File: config.mk
export PLATFORM = sky130hd
export DESIGN_NAME = swm_out_buf
export DESIGN_NICKNAME = d
export VERILOG_FILES = /design/src/sv/swm_out_buf.sv
export SDC_FILE = /design/constraint.sdc
export NUM_CORES = 1
export LEC_CHECK = 0
export BUFFER_PORTS_ARGS = -buffer_cell sky130_fd_sc_hd__clkbuf_2
export CAP_MARGIN = 20
export CORE_MARGIN = 8
export CORE_UTILIZATION = 40
export DETAILED_ROUTE_END_ITERATION = 16
export GPL_TIMING_DRIVEN = 0
export PLACE_DENSITY = 0.61
export SLEW_MARGIN = 20
export SYNTH_ARGS = -nofsm -noshare
export SYNTH_HDL_FRONTEND = slang
export SYNTH_SLANG_ARGS = --single-unit
File: constraint.sdc
create_clock -name clk -period 3.8 [get_ports clk]
set_input_delay 1.14 -clock clk [delete_from_list [all_inputs] [get_ports clk]]
set_output_delay 1.14 -clock clk [all_outputs]
set_load 0.05 [all_outputs]
File: src/sv/swm_out_buf.sv
// Output register with a skid stage for result items.
module swm_out_buf #(
    parameter int unsigned W = 32
) (
    input  logic         clk,
    input  logic         rst_n,
    input  logic         push,
    input  logic [W-1:0] push_data,
    output logic         can_push,
    output logic         out_valid,
    input  logic         out_ready,
    output logic [W-1:0] out_data
);

    logic         out_valid_reg;
    logic [W-1:0] out_data_reg;
    logic         skid_valid_reg;
    logic [W-1:0] skid_data_reg;
    logic         pop;

    assign pop = out_valid_reg && out_ready;

    // Control: advance skid into output, park a new item when output stalls
    always_ff @(posedge clk or negedge rst_n)
    begin
        if (!rst_n)
        begin
            out_valid_reg  <= 1'b0;
            skid_valid_reg <= 1'b0;
        end
        else if (!out_valid_reg || pop)
        begin
            out_valid_reg  <= skid_valid_reg || push;
            skid_valid_reg <= 1'b0;
        end
        else if (push)
        begin
            skid_valid_reg <= 1'b1;
        end
    end

    // Payload
    always_ff @(posedge clk)
    begin
        if (!out_valid_reg || pop)
        begin
            out_data_reg <= skid_valid_reg ? skid_data_reg : push_data;
        end
        else if (push)
        begin
            skid_data_reg <= push_data;
        end
    end

    assign can_push  = !skid_valid_reg;
    assign out_valid = out_valid_reg;
    assign out_data  = out_data_reg;

endmodule

# [Yosys cells after proc, flatten, opt, wreduce, memory -nomap -nowiden]
# Cells that the tools add are included.
[word_totals] regBits=66 latchBits=0 mem_bits_rw=0 rom_bits=0 elab_cells=15 n_memories=0
[classes] n_addsub=0 mul=0 div=0 n_lt_le_gt_ge=0 eq_ne=0 shift=0 mux=3 bitwise_logic=1 n_reduce_logical=7
[op_table] operator="$mux W32" count=1
[op_table] operator="$logic_not A1 Y1" count=2
[op_table] operator="$logic_or A1 B1 Y1" count=2
[op_table] operator="$mux W1" count=2
[op_table] operator="$reduce_and A2 Y1" count=1
[op_table] operator="$reduce_bool A2 Y1" count=1
[op_table] operator="$logic_and A1 B1 Y1" count=1
[op_table] operator="$not A1 Y1" count=1

# [Logic depth before layout (Yosys ltp)]
[logic_depth] ltp_word=4 depth_mapped=4

# [Worst setup path before layout]
# Ideal clock, no wire load.
[synth_path] kind="input port to flip-flop" from="input port out_ready" to="register skid_data_reg[0] (enable)" setup_ns=0.421 arrival_time_ns=3.458 setup_slack_ns=-0.079 cell_stages=2 path_buffers=0 cell_sequence="nand2b_1 -> nor2_1"
[synth_between] elab_chain_len=4
[synth_rtl] item="from (decl)" line_no="11" rtl="input logic out_ready,"
[synth_rtl] item="$logic_and A1 B1 Y1" line_no="21" rtl="assign pop = out_valid_reg && out_ready;"
[synth_rtl] item="$logic_or A1 B1 Y1" line_no="45" rtl="if (!out_valid_reg || pop)"
[synth_rtl] item="$not A1 Y1 (no line)"
[synth_rtl] item="$reduce_and A2 Y1 (no line)"
[synth_rtl] item="to (signal assigned)" line_no="51" rtl="skid_data_reg <= push_data;"
[synth_rtl] item="to (decl)" line_no="18" rtl="logic [W-1:0] skid_data_reg;"
# No other way between the ends.
# A chain may end at the register's enable or synchronous reset.

# [Worst setup path in the final report]
[layout_path] from="register skid_valid_reg" to="output port can_push"
[layout_between] elab_chain_len=1
[layout_rtl] item="from (decl)" line_no="17" rtl="logic skid_valid_reg;"
[layout_rtl] item="from (signal assigned)" line_no="29" rtl="skid_valid_reg <= 1'b0;"
[layout_rtl] item="from (signal assigned)" line_no="34" rtl="skid_valid_reg <= 1'b0;"
[layout_rtl] item="from (signal assigned)" line_no="38" rtl="skid_valid_reg <= 1'b1;"
[layout_rtl] item="$logic_not A1 Y1" line_no="55" rtl="assign can_push = !skid_valid_reg;"
[layout_rtl] item="to (decl)" line_no="9" rtl="output logic can_push,"
# No other way between the ends.

==> impl_metrics.csv <==
group,metric,value,unit
global_route,grt_pass1_vias,1400,
clock_tree,postCtsSetupBuffers,0,
sta,finalSetupViolCount,0,
critical_path,cp.arrival,1.32,ns
final_layout,diodes,0,
global_route,grt_pass1_wl,7250,µm
synthesis,synth_edf_count,64,
critical_path,crit_required,2.66,ns
clock_tree,clock_latency,0.32,ns
sta,rsz0062_at_grt,"false",
clock_tree,cts_buffers,9,
sta,finalHoldViolations,0,
sta,skew,0.00749,ns
floorplanning,die_w,95.6,µm
route,detail-route-antenna-nets,0,
sta,period_needed,2.46,ns
clock_tree,clockBufferDepth,2,
final_layout,drive_gt1_share,61.2,%
pwr,ir_drop,0.000333,V
final_layout,fin_nets,227,
sta,fmax,407,MHz
clock_tree,root_buffer,"clkbuf_8",
global_route,antenna_found_initial,0,
pwr,p_total,1.70,mW
place,place_hpwl,3400,µm
floorplanning,num_io_pins,70,
synthesis,synth_ff_type,"edfxtp_1",
sta,report.final.slew_viol_count,0,
clock_tree,clk_pin_slew,0.07,ns
synthesis,synthCells,109,
sta,fin_tns_setup,0,ns
synthesis,synth_most_common_cell,"edfxtp_1",
clock_tree,cts_tree,"done",
critical_path,cp_cell_sequence,"buf_6 -> buf_12 -> inv_1 -> clkbuf_2",
global_route,groute.usage.overall,10.9,%
synthesis,synth_common_cells,"64 x edfxtp_1, 28 x mux2_4, 4 x mux2_2",
floorplanning,initial_core_util,40.7,%
global_route,overflow,0,
synthesis,synth-async-reset-ratio,3.03,%
critical_path,path_buf_inv,4,
floorplanning,die-height,95.6,µm
synthesis,synthTopCellsByArea,"edfxtp_1 76%, mux2_4 17%, buf_12 2.4%",
synthesis,yosys.area.top_type,"edfxtp_1",
route,drt_iter0_markers,60,
place,pre_cts_ws,1.03,ns
pwr,power_density,528,nW/µm²
synthesis,synth_top_area_share,75.7,%
route,viasPerCell,4.56,
synthesis,syn_area,2540,µm²
clock_tree,h-tree-depth,3,
floorplanning,core_area,6240,µm²
run,maxCapViolations,0,
run_status,status,"completed",
sta,timing_worst_slew_pin_value,0.415,ns
floorplanning,row_count,29,
synthesis,synth.net_count,145,
sta,period_share,64.6,%
clock_tree,clock-sinks,66,
critical_path,critPathTopFamily,"buffers and inverters",
critical_path,crit_type,"reg -> out",
sta,layout_setup_ws,1.34,ns
synthesis,ys_types,10,
route,via_count,1246,
place,gp_congestion,0.649,
synthesis,syn_avg_cell_area,23.3,µm²
route,drt_wl_total,4600,µm
route,dr.pass1.iters,4,
critical_path,critPathSlowestCell,"dfrtp_1",
clock_tree,cts.repair.resized,0,
critical_path,critical_path.max_fanout,10,
pwr,p_leak,1.32,nW
route,post-route-drc-count,0,
hold_path,hold_path.class,"reg -> reg",
sta,slew_headroom,72.3,%
synthesis,ys_ff_latch,66,
floorplanning,die-area,9150,µm²
critical_path,crit_path_end_kind,"output port",
route,wl_per_cell,16.9,µm
synthesis,ys_warn_count,0,
synthesis,yosysSeqAreaShare,77.7,%
final_layout,area_growth,27.0,%
critical_path,slowest_delay,0.38,ns
critical_path,startpoint_type,"register",
clock_tree,cts.hold.buffers_added,0,
global_route,grt_start_max_net_pins,24,
sta,holdWs,0.548,ns
place,port_buffers,69,
-- path summary, 6_finish.rpt --
path	start	endpoint	slack, ns	cells past startpoint
hold / removal	skid_data_reg[6]$_DFFE_PP_	out_data[6]$_DFFE_PP_	0.55	1
hold reg to reg	skid_data_reg[6]$_DFFE_PP_	out_data[6]$_DFFE_PP_	0.55	1
setup / recovery	skid_valid_reg$_DFFE_PN0P_	can_push	1.34	4
min in group asynchronous	rst_n	skid_valid_reg$_DFFE_PN0P_	0.59	1
setup reg to reg	out_valid$_DFFE_PN0P_	skid_data_reg[10]$_DFFE_PP_	2.02	4
max in group asynchronous	rst_n	out_valid$_DFFE_PN0P_	3.10	1
-- power by group --
group	leakage [nW]	switching, mW	internal, mW
clock	0.0894	0.241	0.299
combinational	0.586	0.190	0.0985
sequential	0.640	0.0136	0.861
total	1.32	0.444	1.26
-- layout by cell type (no fill, tap or decap), drive strengths merged --
| master | n |
|---|---|
| buf | 6 |
| mux2 | 32 |
| bufinv | 1 |
| dfrtp | 2 |
| nand2 | 1 |
| clkbuf | 81 |
| nor2 | 3 |
| inv | 2 |
| edfxtp | 64 |
| nand2b | 1 |
| clkinv | 3 |
-- metrics by stage --
step           instances  utilization [%]  area (µm²)
2_1_floorplan        109                -        2540
3_3_place_gp         255             47.8        2980
3_5_place_dp         257             48.8        3040
4_1_cts              273             51.6        3220
5_1_grt              273             51.6        3220
6_report             273             51.6        3220
-- cells by family (layout without fill, tap and decap cells) --
| kind of cell | count (synthesis) | after routing | synth area share, % |
|---|---|---|---|
| mux | 32 | 32 | 18.3 |
| flops | 66 | 66 | 77.7 |
| simple gates | 5 | 5 | 0.838 |
| buf+inv | 6 | 93 | 3.11 |
-- area by class of cell --
type	count	area, µm²
sequential	66	1970
buffer	4	71.3
clock buffer	12	135
inverter	2	7.51
fill	530	3020
clock inverter	4	42.5
tap	77	96.3
timing repair buffer	71	400
multi-input combinational	37	497
-- layer usage --
| metal | global-route usage [%] | routed length (µm) | up-vias |
|---|---|---|---|
| li1 | - | - | 590 |
| met1 | 11.7 | 1800 | 608 |
| met2 | 17.1 | 2270 | 42 |
| met3 | 6.77 | 469 | 6 |
| met4 | 3.84 | 63 | 0 |
| met5 | 0 | 0 | - |
Note: power is estimated with default switching activity, not from simulation.
