[config.mk]
export PLATFORM = sky130hd
export DESIGN_NAME = swm_cell
export DESIGN_NICKNAME = d
export VERILOG_FILES = /design/src/sv/swm_pkg.sv /design/src/sv/swm_cell.sv
export SDC_FILE = /design/constraint.sdc
export NUM_CORES = 1
export LEC_CHECK = 0
export ABC_AREA = 1
export BUFFER_PORTS_ARGS = -buffer_cell sky130_fd_sc_hd__buf_2
export CORE_UTILIZATION = 29
export CTS_CLUSTER_SIZE = 24
export DETAILED_ROUTE_END_ITERATION = 6
export PLACE_DENSITY = 0.54
export SYNTH_ARGS = -nofsm -noshare
export SYNTH_HDL_FRONTEND = slang
export SYNTH_SLANG_ARGS = --single-unit
[constraint.sdc]
create_clock -name clk -period 6.3 [get_ports clk]
set_input_delay 1.26 -clock clk [delete_from_list [all_inputs] [get_ports clk]]
set_output_delay 1.26 -clock clk [all_outputs]
set_load 0.05 [all_outputs]
[src/sv/swm_pkg.sv]
// Shared types and fixed constants of the sliding-window median filter.
package swm_pkg;

    // Width of the window size config field (cfg_data), and the window size after reset
    localparam int unsigned CFG_BITS          = 7;
    localparam int unsigned WINDOW_SIZE_RESET = 3;

    // Flags one cell shows to its neighbours
    typedef struct packed {
        logic valid;    // cell holds a sample
        logic le;       // held sample <= incoming sample
    } cell_link_t;

endpackage

[src/sv/swm_cell.sv]
// One cell of the sorted chain: holds a sample and its age, shifts with its neighbours.
module swm_cell #(
    parameter int unsigned SAMPLE_BITS = 32,
    parameter int unsigned AW          = 6
) (
    input  logic                          clk,
    input  logic                          en,
    input  logic                          valid,
    input  logic                          del_active,
    input  logic [AW-1:0]                 del_target,
    input  logic signed [SAMPLE_BITS-1:0] new_value,
    input  logic signed [SAMPLE_BITS-1:0] del_value,
    input  logic [AW-1:0]                 del_age,
    input  swm_pkg::cell_link_t           left_link,
    input  logic signed [SAMPLE_BITS-1:0] left_value,
    input  logic [AW-1:0]                 left_age,
    input  swm_pkg::cell_link_t           right_link,
    input  logic signed [SAMPLE_BITS-1:0] right_value,
    input  logic [AW-1:0]                 right_age,
    output swm_pkg::cell_link_t           link,
    output logic signed [SAMPLE_BITS-1:0] value,
    output logic [AW-1:0]                 age,
    output logic signed [SAMPLE_BITS-1:0] post_ins,
    output logic                          del_hit
);

    logic signed [SAMPLE_BITS-1:0] value_reg;
    logic signed [SAMPLE_BITS-1:0] value_next;
    logic [AW-1:0]                 age_reg;
    logic [AW-1:0]                 age_next;
    logic                          le;
    logic                          right_of_del;
    logic                          ge_q;
    logic                          left_ge_p;
    logic                          right_ge_p;

    // Place this cell against the insert and the removal position
    always_comb
    begin
        le         = valid && (value_reg <= new_value);
        left_ge_p  = !left_link.le;
        right_ge_p = !right_link.le;
        if (del_active)
        begin
            del_hit      = valid && (age_reg == del_target);
            right_of_del = valid && ((value_reg > del_value) ||
                                     ((value_reg == del_value) && (age_reg < del_age)));
        end
        else
        begin
            // no removal: the first empty cell takes the extra entry
            del_hit      = !valid && left_link.valid;
            right_of_del = !valid && !left_link.valid;
        end
        ge_q = del_hit || right_of_del;
    end

    // Pick the next content: from the left, the new sample, from the right, or hold
    always_comb
    begin
        if (left_ge_p && !right_of_del)
        begin
            value_next = left_value;
            age_next   = left_age + AW'(1);
        end
        else if ((!le && !left_ge_p && !right_of_del) || (le && right_ge_p && ge_q))
        begin
            value_next = new_value;
            age_next   = '0;
        end
        else if (ge_q && !right_ge_p)
        begin
            value_next = right_value;
            age_next   = right_age + AW'(1);
        end
        else
        begin
            value_next = value_reg;
            age_next   = age_reg + AW'(1);
        end
    end

    // Sample and age store
    always_ff @(posedge clk)
    begin
        if (en)
        begin
            value_reg <= value_next;
            age_reg   <= age_next;
        end
    end

    assign link.valid = valid;
    assign link.le    = le;
    assign value      = value_reg;
    assign age        = age_reg;
    // content of this position once the new sample is in, before the removal
    assign post_ins   = le ? value_reg : (left_link.le ? new_value : left_value);

endmodule

# Word-level counts from Yosys, hierarchy flattened
# Cells that the tools add are included.
# totals
out_inout_bits	73
reg_bits	38
elab_cells	43
in_bits	160
# classes
n_addsub	3
n_eq_ne	2
order_cmp	3
n_mux	10
n_reduce_logical	23
# ops
cell	count
2-to-1 mux 32 bit	5
equality test 32 bit	1
> comparator 32 bit	1
<= comparator 32 bit	1
adder 6 x 1 -> 6 bit, second input constant	3
2-to-1 mux 6 bit	3
logical AND 1 bit	12
equality test 6 bit	1
zero test 1 bit	6
less-than comparator 6 bit	1
logical OR 1 bit	3
nonzero test 3 bit	1
2-to-1 mux 1 bit	2
AND reduction 2 bit	1

# Longest topological paths before layout
# Gate-level depths: netlist (run 1).
# logic_depth
ltp_word	10
depth_mapped	25
depth_no_buf	25

# Worst setup path before layout (run 1)
# OpenSTA, ideal clock, no wires.
# synth_path
kind	in2reg
startpoint	in new_value[31]
endpoint	reg value_reg[0] (netlist: value[0]) (enable)
t_arrival_ns	5.124
setup_slack_ns	0.706
required_ns	5.829
stages	15
path_buffers	0
path_cell_list	inv_1 -> ha_1 -> nand2_1 -> nor2_2 -> nand2_2 -> nor4_4 -> nand2_1 -> a21o_1 -> nand3_2 -> nand2_4 -> nor2_4 -> nand2_4 -> nand2_8 -> nor2_4 -> a21boi_0
# synth_between
elab_chain_cells	8
elab_cells_between_ends	10
# synth_rtl
element	line_no	source
from (decl)	swm_cell.sv:11	input logic signed [SAMPLE_BITS-1:0] new_value,
<= comparator 32 bit (*)	swm_cell.sv:40	le = valid && (value_reg <= new_value);
logical AND 1 bit (*)	swm_cell.sv:40	
zero test 1 bit	swm_cell.sv:66	else if ((!le && !left_ge_p && !right_of_del) || (le && right_ge_p && ge_q))
logical AND 1 bit (2 in series)	swm_cell.sv:66	
logical OR 1 bit (*)	swm_cell.sv:66	
nonzero test 3 bit (no source line) (*)	n/a	
AND reduction 2 bit (no source line) (*)	n/a	
to (signal assigned)	swm_cell.sv:88	value_reg <= value_next;
to (decl)	swm_cell.sv:27	logic signed [SAMPLE_BITS-1:0] value_reg;
# Mark *: on every way between the ends. The rest lies on a longest branch, timed or not.
# A chain may end at the register's enable or synchronous reset.

# Final worst setup path (run 1)
# layout_path
startpoint	in new_value[15]
endpoint	out post_ins[20]
# layout_between
elab_chain_cells	3
# layout_rtl
element	line_no	source
<= comparator 32 bit	swm_cell.sv:40	
logical AND 1 bit	swm_cell.sv:40	
2-to-1 mux 32 bit	swm_cell.sv:98	assign post_ins = le ? value_reg : (left_link.le ? new_value : left_value);
to (decl)	swm_cell.sv:23	output logic signed [SAMPLE_BITS-1:0] post_ins,
# No other way between the ends.

==> metrics.txt, run 1 <==
Root Buffer clkbuf_16; CP cell instances buf_2 > inv_1 > ha_1 > nand2_1 > inv_1 > nand3_1 > nor3_2 > o21ai_1 > nand2_1 > nand2_1 > a21o_1 > nand3_2 > nand2_4 > inv_2 > buf_12 > nand2_1 > o21ai_0 > buf_2; placed instance count 1,155; clock transition at the registers of the reported paths 0.06 ns; Max Freq 191 MHz; syn_area_per_cell 7.39 um^2; # DRC 0; dpl ws 0.989 ns; Synthesized Nets 950; WP data required 5.04 ns; area grow syn2layout 27.1%; most frequent cells in the layout 231 x buf_2, 177 x nand2_1, 106 x o21ai_0; PwrDens 220 nW/um^2; DIE AREA 18,900 um^2; Inserted Clock Buffers 5; Clk Latency, worst-skew pair 0.30 ns; Register Area 1140 um^2; count of final max-slew check failures 0; R2R Path Start value[15]$_DFFE_PP_; first-pass GRT wire length 25,200 um; total power 1.49 mW; initial antenna violation count 1; Startpoint Class input pin; Crit. path cell count 18; slowest CP cell inv_2; Fillers 1,945; I/O pins 233; routability congestion estimate 0.790; post-route setup slack 1.06 ns; Post-CTS Setup Bufs 0; crit path DAT 3.98 ns; post-cts resize count 0; library cells used by synthesis 46; setup violators final 0; CP top delay family buffers and inverters; register area share after synthesis 21.5%; footprint of the multi-input gates 3600 um^2; maxcap violations 0; clk_skew 0.00700 ns; setup_tns 0 ns; first drt pass iteration count 4; most used cell, CP nand2_1; Die Ht 137 um; Tot GR Track Use 17.4%; placed inst area 6620 um^2; DR WL/cell 14.2 um; worst min path class flop to flop; final net count 1,164; die width 137 um; routed wire length 16,500 um; Core Area 18,000 um^2; DRT iter0 DRCs 170; Mapped Cells 719; IO buf count 231; most common cell after layout, fill and taps aside buf_2; Crit. Startpoint new_value[15]; Starting Density 29.6%; Slew @ Worst Pin 0.690 ns; CTS Buffer Depth 2; reg-to-reg endpoint value[17]$_DFFE_PP_; H-tree levels 2; WP buf/inv 6; worst setup path class input pin to output port; final-report hold violation count 0; Vias per Instance 4.57; grt ovf 0; Final Core Density 37.6%; RSZ-0062 raised after global routing no; relative slew slack 54.0%; fin crit period 5.24 ns; DRT antenna net count 0; #FFs+latches synth 38; kind of end point of the critical path output port; Crit path largest cell delay 0.40 ns; yosys warns 0; Static Leakage 3.46 nW; Non-Filler Instances 1,164; R2R Setup Slk 2.58 ns; via count 5,315; clock sink total 38; Largest register FFs 32; Max VDD drop 0.0932 mV; row count 49; Worst Reg2Reg Path Length in Cells 17; post-synthesis instance area 5320 um^2; share of cells above drive strength 1 36.2%; worst hold slack 0.856 ns; status finished, final reports clean; Hold-fix buffers, CTS 0; Design Area, Final 6760 um^2; CP endpoint post_ins[20]; Worst Path Max Fanout 33; largest net degree at the start of global routing 37; vias in the first global route 4,992; Detailed Place HPWL 13,100 um; CTS tree done; part of the cycle the worst path needs 83.1%
==> worst min path at each step <==
stage                                 from               end  depth (start not counted)
final                     age[0]$_DFFE_PP_  age[1]$_DFFE_PP_                          5
after global routing      age[4]$_DFFE_PP_  age[4]$_DFFE_PP_                          4
after CTS                 age[4]$_DFFE_PP_  age[4]$_DFFE_PP_                          4
after detailed placement  age[4]$_DFFE_PP_  age[4]$_DFFE_PP_                          4
after global placement    age[0]$_DFFE_PP_  age[0]$_DFFE_PP_                          5
after floorplan           age[4]$_DFFE_PP_  age[4]$_DFFE_PP_                          4
==> cell usage after synthesis (all sizes together) <==
library cell    n  share of area [%]
nand2         194                 15
o21ai         140                 15
inv           101                7.3
ha             71                 17
nor2           55                9.0
edfxtp         38                 21
a21oi          33                3.1
nand3          24                2.8
buf            17                2.9
clkbuf         11               0.78
nand4           5               0.59
o21a            4               0.56
nor3            3               0.38
o211ai          3               0.42
or2             3               0.35
a21boi          2               0.28
a21o            2               0.28
a31oi           2               0.35
nand3b          2               0.52
xor2            2               0.33
clkinv          1              0.071
nor4            1               0.40
o2111a          1               0.21
o2111ai         1               0.16
o21bai          1               0.14
o221ai          1               0.16
xnor2           1               0.16
==> cell families (layout without fill, tap and decap cells) <==
group	count (synthesis)	in the layout	share of synthesized area, %
AND/OR/NAND/NOR	287	287	29.3
AO/OA/AOI/OAI	190	190	21.0
buffers and inverters	130	345	11.0
adder cells (fa/ha/maj)	71	71	16.7
flip-flops	38	38	21.5
XOR/XNOR	3	3	0.494
other	0	1	0
==> worst min-delay path, stage by stage (launching register included) <==
cell	delay [ns]
edfxtp_1	0.38
nand2_2	0.07
nand2_2	0.09
ha_1	0.12
nand2_1	0.05
nand2_1	0.05
==> per-layer routing <==
layer  track usage (%)  up-vias  wire [um]
li1                  -     2822          -
met1              22.3     2339       7620
met2              30.3      141       7850
met3              2.94       13        806
met4              4.15        0        236
met5                 0        -          0
==> cell type report <==
cell class / instances / area share, %
flip-flops and latches: 38 / 16.9
diodes: 1 / 0.0370
clock inverters: 2 / 0.130
inverters: 102 / 5.78
multi-input cells: 551 / 53.3
repair buffers: 235 / 17.7
well taps: 229 / 4.24
clock buffers: 6 / 1.91
==> report_power, final <==
part | switching, mW | internal [mW] | leakage, nW
sequential | 0.0395 | 0.328 | 0.366
clock | 0.113 | 0.145 | 0.0683
combinational | 0.612 | 0.248 | 3.02
Note: power is estimated with default switching activity, not from simulation.
==> run 2, diff against run 1 <==
--- a/config.mk
+++ b/config.mk
@@ -5,12 +5,12 @@
 export SDC_FILE = /design/constraint.sdc
 export NUM_CORES = 1
 export LEC_CHECK = 0
-export ABC_AREA = 1
+export ABC_AREA = 0
 export BUFFER_PORTS_ARGS = -buffer_cell sky130_fd_sc_hd__buf_2
 export CORE_UTILIZATION = 29
 export CTS_CLUSTER_SIZE = 24
 export DETAILED_ROUTE_END_ITERATION = 6
-export PLACE_DENSITY = 0.54
+export PLACE_DENSITY = 0.57
 export SYNTH_ARGS = -nofsm -noshare
 export SYNTH_HDL_FRONTEND = slang
 export SYNTH_SLANG_ARGS = --single-unit
==> constraint.sdc (replaced) <==
create_clock -name clk -period 4.5 [get_ports clk]
set_input_delay 0.9 -clock clk [delete_from_list [all_inputs] [get_ports clk]]
set_output_delay 0.9 -clock clk [all_outputs]
set_load 0.05 [all_outputs]
==> run 2 against run 1 <==
Die area fell by 5.7%. Highest routed layer unchanged. Total power grew 41%. Final area shrank 2.5%. Clock skew shrank 0.0012 ns. Combinational power increased by 42%.
==> metrics.txt, run 2 <==
status finished, final reports clean; met2 Track Usage GR 31.0%; setup violators final 0; DRT antenna net count 0; I/O pins 233; #FFs+latches synth 38; CP cell instances buf_2 > inv_1 > ha_1 > nand2_1 > o21ai_0 > a211oi_1 > o31ai_1 > a221oi_1 > a221o_2 > buf_12 > o21ai_0 > buf_2; grt ovf 0; Max VDD drop 0.157 mV; worst setup path class input pin to output port; die width 133 um; first drt pass iteration count 4; clock transition at the registers of the reported paths 0.06 ns; Synth area leader edfxtp_1; Startpoint Class input pin; routed wire length 16,700 um; Starting Density 30.0%; setup_tns 0 ns; crit path DAT 3.41 ns; Tot GR Track Use 18.7%; RSZ-0062 raised after global routing no; final net count 1,074; DIE AREA 17,800 um^2; kind of end point of the critical path output port; Slew @ Worst Pin 0.998 ns; Post-CTS Setup Bufs 0; Mapped Cells 623; initial antenna violation count 0; fin crit period 4.31 ns; worst hold slack 0.899 ns; PwrDens 318 nW/um^2; Worst Hold Launch left_value[9]; syn_area_per_cell 8.04 um^2; Design Area, Final 6590 um^2; row count 47; ant diodes 0; Crit path largest cell delay 0.49 ns; most common cell after layout, fill and taps aside buf_2; M3 GR Usage 2.93%; share of cells above drive strength 1 33.1%; IO buf count 231; WP buf/inv 4; Worst Path Max Fanout 45; Worst Reg2Reg Path Length in Cells 15; part of the cycle the worst path needs 95.8%; relative slew slack 33.3%; area grow syn2layout 31.5%; placed inst area 6440 um^2; # DRC 0; dpl ws -0.0728 ns; maxcap violations 0; Detailed Place HPWL 13,200 um; reg-to-reg endpoint age[2]$_DFFE_PP_; DR WL/cell 15.7 um; Largest register FFs 32; count of final max-slew check failures 0; Post-synth EDFFs 38; yosys warns 0; vias in the first global route 5,108; routability congestion estimate 0.832; placed instance count 1,056; most frequent cells in the layout 230 x buf_2, 90 x nand2_1, 71 x inv_1, 71 x ha_1, 43 x o21ai_0; gr busiest metal met2; Synth area leaders edfxtp_1 23%, ha_1 18%, mux2i_1 7.0%; synth cell count leaders 90 x nand2_1, 71 x ha_1, 71 x inv_1; clk_skew 0.00576 ns; async set or reset register ratio after synthesis 0%; post-route setup slack 0.190 ns; Non-Filler Instances 1,062; worst min path class input pin to flop; Die Ht 133 um; Static Leakage 3.28 nW; Synthesized Nets 854; library cells used by synthesis 55; Clk Latency, worst-skew pair 0.29 ns; via count 5,352; Root Buffer clkbuf_16; total power 2.10 mW; largest net degree at the start of global routing 46; H-tree levels 2; Core Area 16,700 um^2; final-report hold violation count 0; Min-Delay Endpoint value[9]$_DFFE_PP_; post-synth top area share 22.8%; Inserted Clock Buffers 5; met1 GRT Util 25.2%; Max Freq 232 MHz; post-cts resize count 0; R2R Path Start value[14]$_DFFE_PP_; Hold-fix buffers, CTS 0; CTS Buffer Depth 2; register area share after synthesis 22.8%; hold depth 3; top_reg_cell synth edfxtp_1; post-synthesis instance area 5010 um^2; most common cell in the netlist nand2_1; Vias per Instance 5.04; DRT iter0 DRCs 246; Final Core Density 39.5%; CP top delay family compound AO/OA/AOI/OAI gates; first-pass GRT wire length 26,200 um; R2R Setup Slk 0.43 ns; clock sink total 38; slowest CP cell a221o_2; WP data required 3.60 ns; CTS tree done
run 2: cell types whose count changed after synthesis, sizes merged, moves of 35 or more:
cell / change
o21ai: -94
mux2i: +35
nand2: -104
nor2: -46
nor3: +35
run 2: logic make-up (layout without fill, tap and decap cells):
logic type	Yosys count	in the layout	synth area share, %
AOI/OAI and AO/OA	168	168	22.7
xor gates and xnor gates	16	16	2.80
buffers and inverters	106	325	8.99
and+or+nand+nor	187	187	17.6
DFF	38	38	22.8
adders and majority gates	71	71	17.7
muxes	37	37	7.44
run 2: report_power, final:
group / total, mW / switching, mW / internal [mW]
Sequential: 0.532 / 0.0677 / 0.464
Combinational: 1.22 / 0.836 / 0.385
Clock: 0.345 / 0.148 / 0.198
run 2: worst max-delay path by stage:
| stage | from | endpoint | slack [ns] | cells after the start |
|---|---|---|---|---|
| 6_report | new_value[19] | post_ins[20] | 0.19 | 12 |
| 5_1_grt | new_value[19] | post_ins[3] | 0.00005 | 12 |
| 4_1_cts | new_value[2] | post_ins[20] | 0.02 | 12 |
| 3_5_place_dp | new_value[2] | value[20]$_DFFE_PP_ | -0.07 | 14 |
| 3_3_place_gp | new_value[2] | value[0]$_DFFE_PP_ | -0.04 | 14 |
| 2_1_floorplan | new_value[2] | post_ins[24] | -0.16 | 11 |
run 2: area by class of cell:
class / count / area (um^2)
Inverter: 71 / 267
Clock inverter: 1 / 3.75
Timing Repair Buffer: 248 / 1310
Clock buffer: 5 / 125
Sequential cell: 38 / 1140
Tap cell: 220 / 275
Multi-Input combinational cell: 479 / 3470
Fill cell: 1716 / 10100
run 2: worst reg2reg max path, cell delays in order (launching register included):
cell and delay [ns]:
edfxtp_1 0.47, ha_1 0.37, nand4_1 0.22, nor2_1 0.08
a221o_1 0.38, o31a_1 0.27, or3_1 0.39, a31oi_4 0.20
o21ai_2 0.11, mux2_2 0.30, ha_1 0.24, nand3b_1 0.12
a21boi_0 0.09, a211o_1 0.23, nor4_1 0.22, o22ai_1 0.13
run 2: layer usage:
metal | vias to the layer above | share of wire (%)
li1 | 2741 | -
met1 | 2424 | 47
met2 | 174 | 47
met3 | 13 | 5.3
met4 | 0 | 1.4
met5 | - | 0
